$ cat src/rtl/assert_macros.svh
// Assertion macros for the RTL that checks its own logic (crb_ctrl includes them).
`ifndef ASSERT_MACROS_SVH
`define ASSERT_MACROS_SVH

// Property that must hold at every clock edge outside reset.
`define CRB_ASSERT(label, clk, rst_n, expr, msg) \
    label: assert property (@(posedge clk) disable iff (!rst_n) (expr)) \
        else $error(msg);

// Same-cycle implication, checked outside reset.
`define CRB_ASSERT_IMP(label, clk, rst_n, ante, cons, msg) \
    label: assert property (@(posedge clk) disable iff (!rst_n) (ante) |-> (cons)) \
        else $error(msg);

// Next-cycle implication, checked outside reset.
`define CRB_ASSERT_NXT(label, clk, rst_n, ante, cons, msg) \
    label: assert property (@(posedge clk) disable iff (!rst_n) (ante) |=> (cons)) \
        else $error(msg);

`endif

$ cat src/rtl/crb_pkg.sv
// Package of types and constants for the chunk reorder buffer.
package crb_pkg;

    localparam int OFF_W   = 32;
    localparam int LEN_W   = 12;
    localparam int LEN_LSB = OFF_W;
    localparam int TAG_LSB = OFF_W + LEN_W;

    typedef enum logic [2:0] {
        S_IDLE,
        S_FULL_CHK,
        S_SHIFT,
        S_PUT,
        S_REL_RD,
        S_REL_CHK,
        S_REL_END,
        S_DROP
    } t_state;

    typedef struct packed {
        logic rd_en;
        logic wr_en;
    } t_mem_ctl;

endpackage

$ cat src/rtl/crb_table.sv
// Pending chunk table: one write port, one read port, registered read data.
module crb_table #(
    parameter int SLOTS = 17,
    parameter int AW    = 5,
    parameter int DW    = 52
) (
    input  logic               i_clk,
    input  crb_pkg::t_mem_ctl  i_ctl,
    input  logic [AW-1:0]      i_rd_addr,
    input  logic [AW-1:0]      i_wr_addr,
    input  logic [DW-1:0]      i_wr_data,
    output logic [DW-1:0]      o_rd_data
);

    logic [DW-1:0] mem [SLOTS];
    logic [DW-1:0] r_rd_data;

    // a read and a write to the same slot return the old contents
    always_ff @(posedge i_clk) begin
        if (i_ctl.wr_en) begin
            mem[i_wr_addr] <= i_wr_data;
        end
    end

    always_ff @(posedge i_clk) begin
        if (i_ctl.rd_en) begin
            r_rd_data <= mem[i_rd_addr];
        end
    end

    assign o_rd_data = r_rd_data;

endmodule

$ cat src/rtl/crb_ctrl.sv
// Sequencer for the chunk reorder buffer: insertion walk, release loop, result register.
`include "assert_macros.svh"

module crb_ctrl #(
    parameter int TABLE_DEPTH = 16,
    parameter int TAG_BITS    = 8,
    parameter int PW          = 5,
    parameter int EW          = 52
) (
    input  logic                      i_clk,
    input  logic                      i_rst_n,
    input  logic                      i_valid,
    output logic                      o_stall,
    input  logic [crb_pkg::OFF_W-1:0] i_chunk_offset,
    input  logic [crb_pkg::LEN_W-1:0] i_chunk_length,
    input  logic [TAG_BITS-1:0]       i_chunk_tag,
    output logic                      o_valid,
    input  logic                      i_stall,
    output logic [crb_pkg::OFF_W-1:0] o_released_offset,
    output logic [crb_pkg::LEN_W-1:0] o_released_length,
    output logic [TAG_BITS-1:0]       o_released_tag,
    output logic                      o_dropped,
    output logic                      o_last,
    output crb_pkg::t_mem_ctl         o_mem_ctl,
    output logic [PW-1:0]             o_rd_addr,
    output logic [PW-1:0]             o_wr_addr,
    output logic [EW-1:0]             o_wr_data,
    input  logic [EW-1:0]             i_rd_data
);

    localparam int SLOTS = TABLE_DEPTH + 1;
    localparam int CW    = $clog2(TABLE_DEPTH + 2);

    crb_pkg::t_state r_state, n_state;

    logic [PW-1:0]             r_base, n_base;
    logic [CW-1:0]             r_cnt, n_cnt;
    logic [crb_pkg::OFF_W-1:0] r_pos, n_pos;
    logic [PW-1:0]             r_ptr, n_ptr;
    logic [PW-1:0]             r_left, n_left;

    logic [crb_pkg::OFF_W-1:0] r_off, n_off;
    logic [crb_pkg::LEN_W-1:0] r_len, n_len;
    logic [TAG_BITS-1:0]       r_tag, n_tag;

    logic                      r_cand_vld, n_cand_vld;
    logic [crb_pkg::OFF_W-1:0] r_cand_off, n_cand_off;
    logic [crb_pkg::LEN_W-1:0] r_cand_len, n_cand_len;
    logic [TAG_BITS-1:0]       r_cand_tag, n_cand_tag;

    logic                      r_out_vld, n_out_vld;
    logic [crb_pkg::OFF_W-1:0] r_out_off, n_out_off;
    logic [crb_pkg::LEN_W-1:0] r_out_len, n_out_len;
    logic [TAG_BITS-1:0]       r_out_tag, n_out_tag;
    logic                      r_out_drop, n_out_drop;
    logic                      r_out_last, n_out_last;

    logic [crb_pkg::OFF_W-1:0] rd_off;
    logic [crb_pkg::LEN_W-1:0] rd_len;
    logic [EW-1:0]             new_entry;
    logic [PW-1:0]             tail;
    logic [PW-1:0]             last_slot;
    logic                      out_free;
    logic                      head_match;
    logic                      full_drop;
    logic                      shift_up;

    function automatic logic [PW-1:0] ptr_inc(input logic [PW-1:0] p);
        return (p == PW'(SLOTS - 1)) ? '0 : p + 1'b1;
    endfunction

    function automatic logic [PW-1:0] ptr_dec(input logic [PW-1:0] p);
        return (p == '0) ? PW'(SLOTS - 1) : p - 1'b1;
    endfunction

    function automatic logic [PW-1:0] ptr_add(input logic [PW-1:0] p, input logic [CW-1:0] c);
        logic [PW:0] s;
        s = {1'b0, p} + (PW + 1)'(c);
        if (s >= (PW + 1)'(SLOTS)) begin
            s = s - (PW + 1)'(SLOTS);
        end
        return s[PW-1:0];
    endfunction

    assign rd_off    = i_rd_data[crb_pkg::OFF_W-1:0];
    assign rd_len    = i_rd_data[crb_pkg::TAG_LSB-1:crb_pkg::LEN_LSB];
    assign new_entry = {r_tag, r_len, r_off};
    assign tail      = ptr_add(r_base, r_cnt);
    assign last_slot = ptr_dec(tail);
    assign out_free  = !r_out_vld || !i_stall;
    assign head_match = (rd_off == r_pos);
    assign shift_up   = (rd_off > r_off);
    // full table: the head after insertion is the arrival only if it sorts first
    assign full_drop  = (((r_off < rd_off) ? r_off : rd_off) != r_pos);

    assign o_stall           = (r_state != crb_pkg::S_IDLE);
    assign o_valid           = r_out_vld;
    assign o_released_offset = r_out_off;
    assign o_released_length = r_out_len;
    assign o_released_tag    = r_out_tag;
    assign o_dropped         = r_out_drop;
    assign o_last            = r_out_last;

    always_comb begin
        n_state = r_state;
        case (r_state)
            crb_pkg::S_IDLE: begin
                if (i_valid) begin
                    if (r_cnt == '0) begin
                        n_state = crb_pkg::S_PUT;
                    end else if (r_cnt == CW'(TABLE_DEPTH)) begin
                        n_state = crb_pkg::S_FULL_CHK;
                    end else begin
                        n_state = crb_pkg::S_SHIFT;
                    end
                end
            end
            crb_pkg::S_FULL_CHK: begin
                n_state = full_drop ? crb_pkg::S_DROP : crb_pkg::S_SHIFT;
            end
            crb_pkg::S_SHIFT: begin
                if (!shift_up) begin
                    n_state = crb_pkg::S_REL_RD;
                end else if (r_left == '0) begin
                    n_state = crb_pkg::S_PUT;
                end
            end
            crb_pkg::S_PUT: begin
                n_state = crb_pkg::S_REL_RD;
            end
            crb_pkg::S_REL_RD: begin
                n_state = crb_pkg::S_REL_CHK;
            end
            crb_pkg::S_REL_CHK: begin
                if (!head_match) begin
                    n_state = r_cand_vld ? crb_pkg::S_REL_END : crb_pkg::S_IDLE;
                end else if ((!r_cand_vld || out_free) && (r_cnt == CW'(1))) begin
                    n_state = crb_pkg::S_REL_END;
                end
            end
            crb_pkg::S_REL_END: begin
                if (out_free) begin
                    n_state = crb_pkg::S_IDLE;
                end
            end
            crb_pkg::S_DROP: begin
                if (out_free) begin
                    n_state = crb_pkg::S_IDLE;
                end
            end
            default: begin
                n_state = crb_pkg::S_IDLE;
            end
        endcase
    end

    always_comb begin
        n_base     = r_base;
        n_cnt      = r_cnt;
        n_pos      = r_pos;
        n_ptr      = r_ptr;
        n_left     = r_left;
        n_off      = r_off;
        n_len      = r_len;
        n_tag      = r_tag;
        n_cand_vld = r_cand_vld;
        n_cand_off = r_cand_off;
        n_cand_len = r_cand_len;
        n_cand_tag = r_cand_tag;
        n_out_vld  = r_out_vld && i_stall;
        n_out_off  = r_out_off;
        n_out_len  = r_out_len;
        n_out_tag  = r_out_tag;
        n_out_drop = r_out_drop;
        n_out_last = r_out_last;
        o_mem_ctl  = '0;
        o_rd_addr  = r_base;
        o_wr_addr  = r_ptr;
        o_wr_data  = new_entry;
        case (r_state)
            crb_pkg::S_IDLE: begin
                if (i_valid) begin
                    n_off      = i_chunk_offset;
                    n_len      = i_chunk_length;
                    n_tag      = i_chunk_tag;
                    n_cand_vld = 1'b0;
                    if (r_cnt == '0) begin
                        n_ptr = tail;
                    end else if (r_cnt == CW'(TABLE_DEPTH)) begin
                        o_mem_ctl.rd_en = 1'b1;
                        o_rd_addr       = r_base;
                    end else begin
                        o_mem_ctl.rd_en = 1'b1;
                        o_rd_addr       = last_slot;
                        n_ptr           = last_slot;
                        n_left          = PW'(r_cnt - CW'(1));
                    end
                end
            end
            crb_pkg::S_FULL_CHK: begin
                if (!full_drop) begin
                    o_mem_ctl.rd_en = 1'b1;
                    o_rd_addr       = last_slot;
                    n_ptr           = last_slot;
                    n_left          = PW'(TABLE_DEPTH - 1);
                end
            end
            crb_pkg::S_SHIFT: begin
                // walk down from the tail, moving larger offsets up one slot
                o_mem_ctl.wr_en = 1'b1;
                o_wr_addr       = ptr_inc(r_ptr);
                if (shift_up) begin
                    o_wr_data = i_rd_data;
                    if (r_left != '0) begin
                        o_mem_ctl.rd_en = 1'b1;
                        o_rd_addr       = ptr_dec(r_ptr);
                        n_ptr           = ptr_dec(r_ptr);
                        n_left          = r_left - 1'b1;
                    end
                end else begin
                    o_wr_data = new_entry;
                    n_cnt     = r_cnt + 1'b1;
                end
            end
            crb_pkg::S_PUT: begin
                o_mem_ctl.wr_en = 1'b1;
                o_wr_addr       = r_ptr;
                o_wr_data       = new_entry;
                n_cnt           = r_cnt + 1'b1;
            end
            crb_pkg::S_REL_RD: begin
                o_mem_ctl.rd_en = 1'b1;
                o_rd_addr       = r_base;
            end
            crb_pkg::S_REL_CHK: begin
                // hold one release back until the next head tells whether it is the last
                if (head_match && (!r_cand_vld || out_free)) begin
                    if (r_cand_vld) begin
                        n_out_vld  = 1'b1;
                        n_out_off  = r_cand_off;
                        n_out_len  = r_cand_len;
                        n_out_tag  = r_cand_tag;
                        n_out_drop = 1'b0;
                        n_out_last = 1'b0;
                    end
                    n_cand_vld = 1'b1;
                    n_cand_off = rd_off;
                    n_cand_len = rd_len;
                    n_cand_tag = i_rd_data[EW-1:crb_pkg::TAG_LSB];
                    n_base     = ptr_inc(r_base);
                    n_cnt      = r_cnt - 1'b1;
                    n_pos      = r_pos + crb_pkg::OFF_W'(rd_len);
                    if (r_cnt != CW'(1)) begin
                        o_mem_ctl.rd_en = 1'b1;
                        o_rd_addr       = ptr_inc(r_base);
                    end
                end
            end
            crb_pkg::S_REL_END: begin
                if (out_free) begin
                    n_out_vld  = 1'b1;
                    n_out_off  = r_cand_off;
                    n_out_len  = r_cand_len;
                    n_out_tag  = r_cand_tag;
                    n_out_drop = 1'b0;
                    n_out_last = 1'b1;
                    n_cand_vld = 1'b0;
                end
            end
            crb_pkg::S_DROP: begin
                if (out_free) begin
                    n_out_vld  = 1'b1;
                    n_out_off  = r_off;
                    n_out_len  = '0;
                    n_out_tag  = r_tag;
                    n_out_drop = 1'b1;
                    n_out_last = 1'b1;
                end
            end
            default: begin
                n_cand_vld = 1'b0;
            end
        endcase
    end

    always_ff @(posedge i_clk) begin
        if (!i_rst_n) begin
            r_state    <= crb_pkg::S_IDLE;
            r_base     <= '0;
            r_cnt      <= '0;
            r_pos      <= '0;
            r_cand_vld <= 1'b0;
            r_out_vld  <= 1'b0;
        end else begin
            r_state    <= n_state;
            r_base     <= n_base;
            r_cnt      <= n_cnt;
            r_pos      <= n_pos;
            r_cand_vld <= n_cand_vld;
            r_out_vld  <= n_out_vld;
        end
    end

    always_ff @(posedge i_clk) begin
        r_ptr      <= n_ptr;
        r_left     <= n_left;
        r_off      <= n_off;
        r_len      <= n_len;
        r_tag      <= n_tag;
        r_cand_off <= n_cand_off;
        r_cand_len <= n_cand_len;
        r_cand_tag <= n_cand_tag;
        r_out_off  <= n_out_off;
        r_out_len  <= n_out_len;
        r_out_tag  <= n_out_tag;
        r_out_drop <= n_out_drop;
        r_out_last <= n_out_last;
    end

    `CRB_ASSERT(a_cnt_idle, i_clk, i_rst_n, (r_state != crb_pkg::S_IDLE) || (r_cnt <= CW'(TABLE_DEPTH)), "pending count above table depth while idle")
    `CRB_ASSERT(a_base_range, i_clk, i_rst_n, r_base <= PW'(SLOTS - 1), "head pointer outside the table")
    `CRB_ASSERT_IMP(a_rw_apart, i_clk, i_rst_n, o_mem_ctl.rd_en && o_mem_ctl.wr_en, o_rd_addr != o_wr_addr, "table read and write hit the same slot")
    `CRB_ASSERT_IMP(a_drop_full, i_clk, i_rst_n, r_state == crb_pkg::S_DROP, r_cnt == CW'(TABLE_DEPTH), "drop taken with room in the table")
    `CRB_ASSERT_NXT(a_release_last, i_clk, i_rst_n, (r_state == crb_pkg::S_REL_END) && out_free, o_valid && o_last && !o_dropped, "final release not flagged as last")

endmodule

$ cat src/rtl/chunk_reorder_buffer.sv
// Top level of the chunk reorder buffer: pending table memory and its sequencer.
// One descriptor at a time: the input stalls while the sequencer is busy with an arrival;
//   the walk over the pending table does one read and one write per cycle.
// Reset: empties the table, clears the write position and drops any held result; the table
//   memory itself is not cleared, so there is no clearing pass.
module chunk_reorder_buffer #(
    parameter int TABLE_DEPTH = 16,
    parameter int TAG_BITS    = 8
) (
    input  logic                      i_clk,
    input  logic                      i_rst_n,
    input  logic                      i_valid,
    output logic                      o_stall,
    input  logic [crb_pkg::OFF_W-1:0] i_chunk_offset,
    input  logic [crb_pkg::LEN_W-1:0] i_chunk_length,
    input  logic [TAG_BITS-1:0]       i_chunk_tag,
    output logic                      o_valid,
    input  logic                      i_stall,
    output logic [crb_pkg::OFF_W-1:0] o_released_offset,
    output logic [crb_pkg::LEN_W-1:0] o_released_length,
    output logic [TAG_BITS-1:0]       o_released_tag,
    output logic                      o_dropped,
    output logic                      o_last
);

    // One spare slot lets an arrival join a full table before the release decides
    // whether it stays; the table is a ring with a moving head.
    localparam int SLOTS = TABLE_DEPTH + 1;
    localparam int PW    = $clog2(SLOTS);
    localparam int EW    = crb_pkg::TAG_LSB + TAG_BITS;

    crb_pkg::t_mem_ctl mem_ctl;
    logic [PW-1:0]     rd_addr;
    logic [PW-1:0]     wr_addr;
    logic [EW-1:0]     wr_data;
    logic [EW-1:0]     rd_data;

    // Entries hold offset, length and tag; the read data is registered and arrives in the cycle after its address.
    crb_table #(
        .SLOTS (SLOTS),
        .AW    (PW),
        .DW    (EW)
    ) u_table (
        .i_clk     (i_clk),
        .i_ctl     (mem_ctl),
        .i_rd_addr (rd_addr),
        .i_wr_addr (wr_addr),
        .i_wr_data (wr_data),
        .o_rd_data (rd_data)
    );

    // Sequencer: walk the table from the tail to sort the arrival in, then release
    // from the head while it matches the write position. A release is held back one
    // step so that the last transfer of each arrival can be flagged.
    crb_ctrl #(
        .TABLE_DEPTH (TABLE_DEPTH),
        .TAG_BITS    (TAG_BITS),
        .PW          (PW),
        .EW          (EW)
    ) u_ctrl (
        .i_clk             (i_clk),
        .i_rst_n           (i_rst_n),
        .i_valid           (i_valid),
        .o_stall           (o_stall),
        .i_chunk_offset    (i_chunk_offset),
        .i_chunk_length    (i_chunk_length),
        .i_chunk_tag       (i_chunk_tag),
        .o_valid           (o_valid),
        .i_stall           (i_stall),
        .o_released_offset (o_released_offset),
        .o_released_length (o_released_length),
        .o_released_tag    (o_released_tag),
        .o_dropped         (o_dropped),
        .o_last            (o_last),
        .o_mem_ctl         (mem_ctl),
        .o_rd_addr         (rd_addr),
        .o_wr_addr         (wr_addr),
        .o_wr_data         (wr_data),
        .i_rd_data         (rd_data)
    );

endmodule

$ cat config.mk
export PLATFORM = sky130hd
export DESIGN_NAME = chunk_reorder_buffer
export DESIGN_NICKNAME = d
export VERILOG_FILES = /design/src/rtl/crb_pkg.sv /design/src/rtl/crb_table.sv /design/src/rtl/crb_ctrl.sv /design/src/rtl/chunk_reorder_buffer.sv
export VERILOG_INCLUDE_DIRS = /design/src /design/src/rtl
export SDC_FILE = /design/constraint.sdc
export NUM_CORES = 2
export LEC_CHECK = 0
export ABC_AREA = 1
export BUFFER_PORTS_ARGS = -buffer_cell sky130_fd_sc_hd__buf_4
export CAP_MARGIN = 40
export CELL_PAD_IN_SITES_DETAIL_PLACEMENT = 0
export CELL_PAD_IN_SITES_GLOBAL_PLACEMENT = 2
export CORE_ASPECT_RATIO = 0.5
export CORE_MARGIN = 3
export CORE_UTILIZATION = 42
export DETAILED_ROUTE_END_ITERATION = 7
export PLACE_DENSITY_LB_ADDON = 0.12
export REMOVE_ABC_BUFFERS = 1
export SLEW_MARGIN = 20
export SYNTH_ARGS = -nofsm -noshare
export SYNTH_HDL_FRONTEND = slang
export SYNTH_SLANG_ARGS = --single-unit
$ cat constraint.sdc
create_clock -name i_clk -period 8.9 [get_ports i_clk]
set_input_delay 0.445 -clock i_clk [delete_from_list [all_inputs] [get_ports i_clk]]
set_output_delay 0.445 -clock i_clk [all_outputs]
set_load 0.005 [all_outputs]
### Word level (Yosys, flattened, before mapping)

Memory sizes are Yosys's and may differ from the RTL's. A register that Yosys moved wholly into a read port is not among the register bits.
Index checks and enable logic that the tools add are counted.

| operators by class | value |
|---|---|
| add/subtract/negate cells | 10 |
| order comparisons | 3 |
| equal/unequal tests | 29 |
| multiplexer cells | 85 |
| reduce and logical (&&, ||, !) cells | 31 |

Operator list:

| kind | count |
|---|---|
| $mux 32 | 5 |
| $mux 5 | 28 |
| $mux 52 | 2 |
| $pmux 32 s3 | 1 |
| $mux 12 | 4 |
| $pmux 5 s3 | 3 |
| $pmux 12 s3 | 1 |
| $add 32x12->32 | 1 |
| $eq 32x32->1 | 1 |
| $gt 32x32->1 | 1 |
| $lt 32x32->1 | 1 |
| $mux 8 | 4 |
| $ne 32x32->1 | 1 |
| $mux 3 | 9 |
| $pmux 8 s3 | 1 |
| $pmux 3 s7 | 1 |
| $logic_not 5->1 | 4 |
| $pmux 5 s4 | 1 |
| $sub 5x1->5 const B | 4 |
| $mux 1 | 19 |
| $add 5x1->5 const B | 3 |
| $eq 5x5->1 const B | 3 |
| $reduce_bool 3->1 | 5 |
| $ne 2x1->1 const B | 7 |
| other kinds (28) | 48 |

| word-level totals | value |
|---|---|
| register bits after elaboration | 215 |
| bits in writable memories | 884 |
| input bits | 56 |
| output and inout port bits | 56 |
| word-level logic and storage cells | 178 |
| memories | 1 |

Memory list:

| memory | depth | width | rd ports | clocked after Yosys merged registers in | wr ports | RTL line | text |
|---|---|---|---|---|---|---|---|
| u_table.mem | 17 | 52 | 1 | 1 | 1 | crb_table.sv:15 | `logic [DW-1:0] mem [SLOTS];` |

### Depth between registers and ports, before layout

| depth | value |
|---|---|
| depth after elaboration | 9 |
| gate-level depth with buffers | 34 |
| depth with buffers taken out | 31 |

### Cells and area by module

Synthesis repeated with hierarchy kept, for this count alone.

| second synthesis, totals | value |
|---|---|
| cell total of the unflattened synthesis | 4,499 |
| area total of the unflattened synthesis | 49,353.6 µm² |

Modules (own cells, without submodules):

| module | times used | cells each | area each (µm²) | seq. area each (µm²) |
|---|---|---|---|---|
| crb_table | 1 | 3,026 | 36,911.7 | 28,107.0 |
| crb_ctrl | 1 | 1,473 | 12,441.9 | 5,985.7 |

### Least setup slack after synthesis

OpenSTA, ideal clock, no wires.

| timing path | value |
|---|---|
| path kind | register to register |
| start point | register u_ctrl.r_state[2] |
| end point | memory u_table.mem[16][0] (enable) |
| setup time | 590 ps |
| data arrival time | 6,789 ps |
| data required time | 8,310 ps |
| slack | 1,521 ps |
| stages on the path, launching flop included | 10 |
| buffers on the path | 2 |
| period minus slack after synthesis | 7,379 ps |
| cells stage by stage | dfxtp_1 > clkbuf_1 > nor2_1 > inv_1 > nor2_1 > clkbuf_1 > clkinv_1 > nor4_1 > o21ai_0 > nor4_1 |

| on the way | value |
|---|---|
| cells in the longest elaborated chain, start to end | 5 |
| elaborated cells between the ends (all ways) | 7 |
| classes of those cells | eq/ne: 2; mux: 4; reduce/logical: 1 |

Ends and longest elaborated chain:

| item | RTL line | text |
|---|---|---|
| from (decl) | crb_ctrl.sv:34 | `crb_pkg::t_state r_state, n_state;` |
| from (signal assigned) | crb_ctrl.sv:288 | `r_state <= crb_pkg::S_IDLE;` |
| from (signal assigned) | crb_ctrl.sv:295 | `r_state <= n_state;` |
| $eq 3x2->1 | crb_ctrl.sv:180 | `case (r_state)` |
| $reduce_or 2->1 (no source line) | -- |  |
| $mux 1 | crb_ctrl.sv:180 |  |
| $mux 1 | crb_table.sv:20 | `if (i_ctl.wr_en) begin` |
| $mux 1 (not written as such) | crb_table.sv:21 | `mem[i_wr_addr] <= i_wr_data;` |
| to (decl) | crb_table.sv:15 |  |

Several ways; a longest one is shown, not always the timed one.

### Worst setup path in the final report

| timing path | value |
|---|---|
| start point | register u_ctrl.r_base[0] |
| end point | register u_table.r_rd_data[29] (netlist: u_table.o_rd_data[29]) (read register of u_table.mem), data pin |

| on the way | value |
|---|---|
| cells in the longest elaborated chain, start to end | 9 |
| elaborated cells between the ends (all ways) | 19 |
| classes of those cells | add/sub: 4; order compare: 1; eq/ne: 1; mux: 12; reduce/logical: 1 |

Ends and longest elaborated chain:

| item | RTL line | text |
|---|---|---|
| from (decl) | crb_ctrl.sv:36 | `logic [PW-1:0] r_base, n_base;` |
| from (signal assigned) | crb_ctrl.sv:296 | `r_base <= n_base;` |
| $add 5x5->6 | crb_ctrl.sv:78 | `s = {1'b0, p} + (PW + 1)'(c);` |
| $sub 5x5->5 or $ge 6x5->1 (tied branches) | crb_ctrl.sv:80, crb_ctrl.sv:79 |  |
| $mux 5 | crb_ctrl.sv:79 | `if (s >= (PW + 1)'(SLOTS)) begin` |
| $sub 5x1->5 or $logic_not 5->1 (tied branches) | crb_ctrl.sv:73 | `return (p == '0) ? PW'(SLOTS - 1) : p - 1'b1;` |
| $mux 5 | crb_ctrl.sv:73 |  |
| $mux 5 | crb_ctrl.sv:189 | `end else if (r_cnt == CW'(TABLE_DEPTH)) begin` |
| $mux 5 | crb_ctrl.sv:187 | `if (r_cnt == '0) begin` |
| $mux 5 | crb_ctrl.sv:182 | `if (i_valid) begin` |
| $pmux 5 s4 * | crb_ctrl.sv:180 |  |
| to (decl) | crb_table.sv:16 | `logic [DW-1:0] r_rd_data;` |

Every way passes the cells marked *; elsewhere a longest branch is shown, timed or not.
A chain may end at the register's enable or synchronous reset.

==> impl_results.md <==
* Seq/Total Area, Yosys at 64.74%
* Final period utilization at 68.09%
* Worst-Skew Late Latency at 0.75 ns
* Total area of multi-input combinational cells at 13,800 um2
* Core Box Area at 123,900 um2
* Post-Syn Instances at 5,148
* Hold buffers post-CTS at 52
* Least-Margin Pin Slew at 1.103 ns
* CP endpoint kind: register
* Final Hold Vio Count at 0
* YS warnings at 0
* Critical path arrival at 6.54 ns
* Leakage Power at 25.10 nW
* HPWL Detailed at 98.28 mm
* Clk_skew at 0.04113 ns
* Setup Fix Bufs, Post-CTS at 0
* Cell area after layout at 60,020 um2
* Post-Syn Area at 52,660 um2
* Total of max-cap violations at 0
* Post-CTS Resized at 0
* Mean area per synthesized cell at 10.23 um2
* Kind of critical path: register to register
* Worst r2r dst: u_table.o_rd_data[29]$_DFFE_PP_
* Drt total wl at 173.3 mm
* Crit Path Max Fanout at 53
* Placed inst area at 55,950 um2
* Initial Util at 42.51%
* Share of cells above drive strength 1 at 8.951%
* Die Ht at 256.4 um
* Post-layout minimum cycle time at 6.060 ns
* Total I/O pin count at 112
* First-pass GRT wire length at 249.3 mm
* Root Buffer: clkbuf_16
* Kind of start point of the critical path: register
* CTS tree: built
* CTS buffer count at 107
* Area grow syn2layout at 13.98%
* FF-to-FF path depth at 24
* Pre-antenna DRT Iters at 6
* Status: complete, no violations
* Asr flop ratio synth at 0%
* Total GRT Usage at 26.33%
* Routed Antenna Nets at 0
* Site row count at 91
* Hold_sp: i_stall
* HP Class: primary input to register
* Worst IR Drop VDD at 387.8 uV
* EDFF count, synth at 1,104
* Initial antenna violation count at 6
* Die width at 506.8 um
* CTS Sinks at 1,151
* RSZ-0062 raised after global routing: false
* H-tree Lvls at 3
* Unique masters post-synth at 56
* Max Root-Sink Buffers at 3
* WL/cell at 24.53 um
* Largest net degree at the start of global routing at 136
* Fin nets at 5,418
* Seq. cell area at 34,090 um2
* Hold path endpoint: u_ctrl.o_valid$_SDFF_PN0_
* RD Place Congestion at 0.9199
* Synthesized flop and latch total at 1,151
* Worst path required time at 9.38 ns
* Max frequency at 165.0 MHz
* Util after Layout at 48.45%
* Clk slew on worst S/H paths at 0.07 ns
* Drt initial violations at 4,117
* PortBufs at 111
* DIE AREA at 129,900 um2
* Worst R2R Start: u_ctrl.r_base[0]$_SDFFE_PN0P_
* Via count at 37,560
* Vias per cell at 5.318
* Vias in the first global route at 34,890
* Grt ovf at 0
* Setup Viol. Count Final at 0
* Power Dens Cells at 387.2 nW/um2
* Residual DRC at 0
* Top_reg_cell synth: edfxtp_1
* Reg-to-reg slack, setup at 2.84 ns
* Filler instances at 11,440
* Max Transition Viols Final at 0
* Worst rel slew slack at 26.47%
* Hold path depth at 3
[layer usage]
layer	wire length (um)	part of all wire, %	vias to the layer above	GRT usage (%)
met5	0	0	-	0
met4	3417	2.0	0	5.557
met3	13060	7.5	201	3.877
met2	75280	43	1397	39.45
met1	81540	47	18610	40.47
li1	-	-	17360	-
[cell type report]
class / count / area share [%]
Sequential cell: 1151 / 56.80
Multi-Input combinational cell: 2738 / 22.99
Inverter: 1006 / 6.300
Timing Repair Buffer: 294 / 4.703
Clock buffer: 134 / 4.682
Tap cell: 1674 / 3.490
Clock inverter: 62 / 1.017
Antenna cell: 4 / 0.01668
[report_power, final]
| part | leakage [nW] | switching, mW | internal [mW] |
|---|---|---|---|
| combinational | 13.1 | 8.02 | 3.01 |
| clock | 1.66 | 2.14 | 2.51 |
| sequential | 10.4 | 0.417 | 7.15 |
[cell usage after synthesis, types with 19 or more instances]
library cell / count / area [um2]
clkbuf_1: 91 / 341.6
xor2_1: 40 / 350.3
mux2_2: 19 / 214.0
nand4_1: 74 / 462.9
edfxtp_1: 1104 / 33150
nand3_1: 997 / 4990
dfxtp_1: 47 / 940.9
ha_1: 62 / 775.7
o21ai_0: 99 / 495.5
nand2_1: 1054 / 3956
nor2_1: 120 / 450.4
buf_2: 114 / 570.6
xnor2_1: 41 / 359.1
a21oi_1: 100 / 500.5
buf_1: 23 / 86.33
inv_1: 996 / 3739
[worst max-delay path: stages, from the launching register on]
cell	delay, ns
dfxtp_1	0.57
ha_1	0.26
inv_1	0.06
fa_1	0.41
xor2_1	0.37
nand3_1	0.16
nand2_1	0.17
nand2_2	0.13
o21ai_1	0.21
inv_1	0.11
ha_1	0.23
nand4_4	0.14
nand3_1	0.16
o21ai_0	0.23
nand2_1	0.07
nand2_1	0.11
o21ai_4	0.23
buf_12	0.29
inv_4	0.48
buf_4	0.69
nand3_1	0.22
nand3_1	0.11
nand2_1	0.07
nand2_1	0.07
nand2_1	0.06
[cells by family (layout without fill, tap and decap cells)]
kind of cell | after synthesis | after routing | share of synthesized area [%]
mux | 19 | 19 | 0.4063
compound gates | 256 | 256 | 2.692
other cells | 0 | 4 | 0
simple gates | 2317 | 2317 | 19.70
flops | 1151 | 1151 | 64.74
fa+ha+maj | 64 | 64 | 1.549
buf+inv | 1259 | 1496 | 9.530
xor+xnor | 82 | 82 | 1.378
[flip-flops by register name, indices dropped and copies added, names as in the netlist]
register and cells:
u_ctrl.r_len 12, u_ctrl.o_released_tag 8, u_ctrl.r_cand_off 32, u_ctrl.r_tag 8
u_ctrl.r_cand_tag 8, u_ctrl.r_ptr 5, u_ctrl.o_dropped 1, u_ctrl.o_released_offset 32
u_ctrl.r_left 5, u_ctrl.o_last 1, u_table.o_rd_data 52, u_ctrl.r_off 32
u_ctrl.r_pos 32, u_ctrl.r_cnt 5, u_ctrl.r_state 3, u_ctrl.r_base 5
u_ctrl.r_cand_len 12, u_table.mem 884, u_ctrl.o_valid 1, u_ctrl.o_released_length 12
u_ctrl.r_cand_vld 1
[layout by cell type, fill, tap and decap left out, types with 4 or more instances in the layout]
| cell type | instances |
|---|---|
| edfxtp_1 | 1104 |
| nand2_1 | 1049 |
| nand3_1 | 996 |
| inv_1 | 995 |
| buf_4 | 210 |
| clkbuf_16 | 108 |
| nor2_1 | 101 |
| o21ai_0 | 99 |
| a21oi_1 | 96 |
| nand4_1 | 74 |
| ha_1 | 62 |
| dlygate4sd3_1 | 52 |
| dfxtp_1 | 47 |
| xnor2_1 | 41 |
| xor2_1 | 40 |
| clkinv_1 | 25 |
| clkbuf_1 | 25 |
| nor2_4 | 20 |
| mux2_2 | 19 |
| nor3_1 | 18 |
| clkinv_2 | 17 |
| buf_12 | 16 |
| buf_16 | 14 |
| nor4_1 | 13 |
| nand2_2 | 11 |
| bufinv_16 | 9 |
| o211ai_1 | 8 |
| nand2_4 | 8 |
| a211oi_1 | 8 |
| inv_2 | 7 |
| o21a_1 | 7 |
| a31oi_1 | 6 |
| o21ai_1 | 6 |
| nor2_2 | 5 |
| nand3b_1 | 5 |
| clkinvlp_4 | 5 |
| diode_2 | 4 |
| o221ai_1 | 4 |
[worst max path at each step]
stage | start | to | cells after the start
after global placement | u_ctrl.r_off[3]$_DFFE_PP_ | u_table.o_rd_data[16]$_DFFE_PP_ | 25
after CTS | u_ctrl.r_off[3]$_DFFE_PP_ | u_table.o_rd_data[16]$_DFFE_PP_ | 25
after detailed placement | u_ctrl.r_off[3]$_DFFE_PP_ | u_table.o_rd_data[44]$_DFFE_PP_ | 25
final | u_ctrl.r_base[0]$_SDFFE_PN0P_ | u_table.o_rd_data[29]$_DFFE_PP_ | 24
after global routing | u_ctrl.r_base[0]$_SDFFE_PN0P_ | u_table.o_rd_data[44]$_DFFE_PP_ | 24
after floorplan | u_ctrl.r_base[0]$_SDFFE_PN0P_ | u_table.o_rd_data[50]$_DFFE_PP_ | 24
[per-stage QoR]
stage | setup slack, ns | cells | hold WS [ns] | setup TNS (ns) | power [mW]
2_1_floorplan | -5.358 | 4895 | 0.4222 | -277.75 | 14.62
3_3_place_gp | 2.896 | 6768 | 0.4351 | 0 | 18.35
3_5_place_dp | 3.015 | 6806 | 0.4313 | 0 | 18.54
4_1_cts | 2.978 | 7054 | 0.09946 | 0 | 23.22
5_1_grt | 2.585 | 7060 | 0.1327 | 0 | 24.62
6_report | 2.840 | 7063 | 0.1500 | 0 | 23.24
No activity file was read; power rests on OpenSTA's default activity.
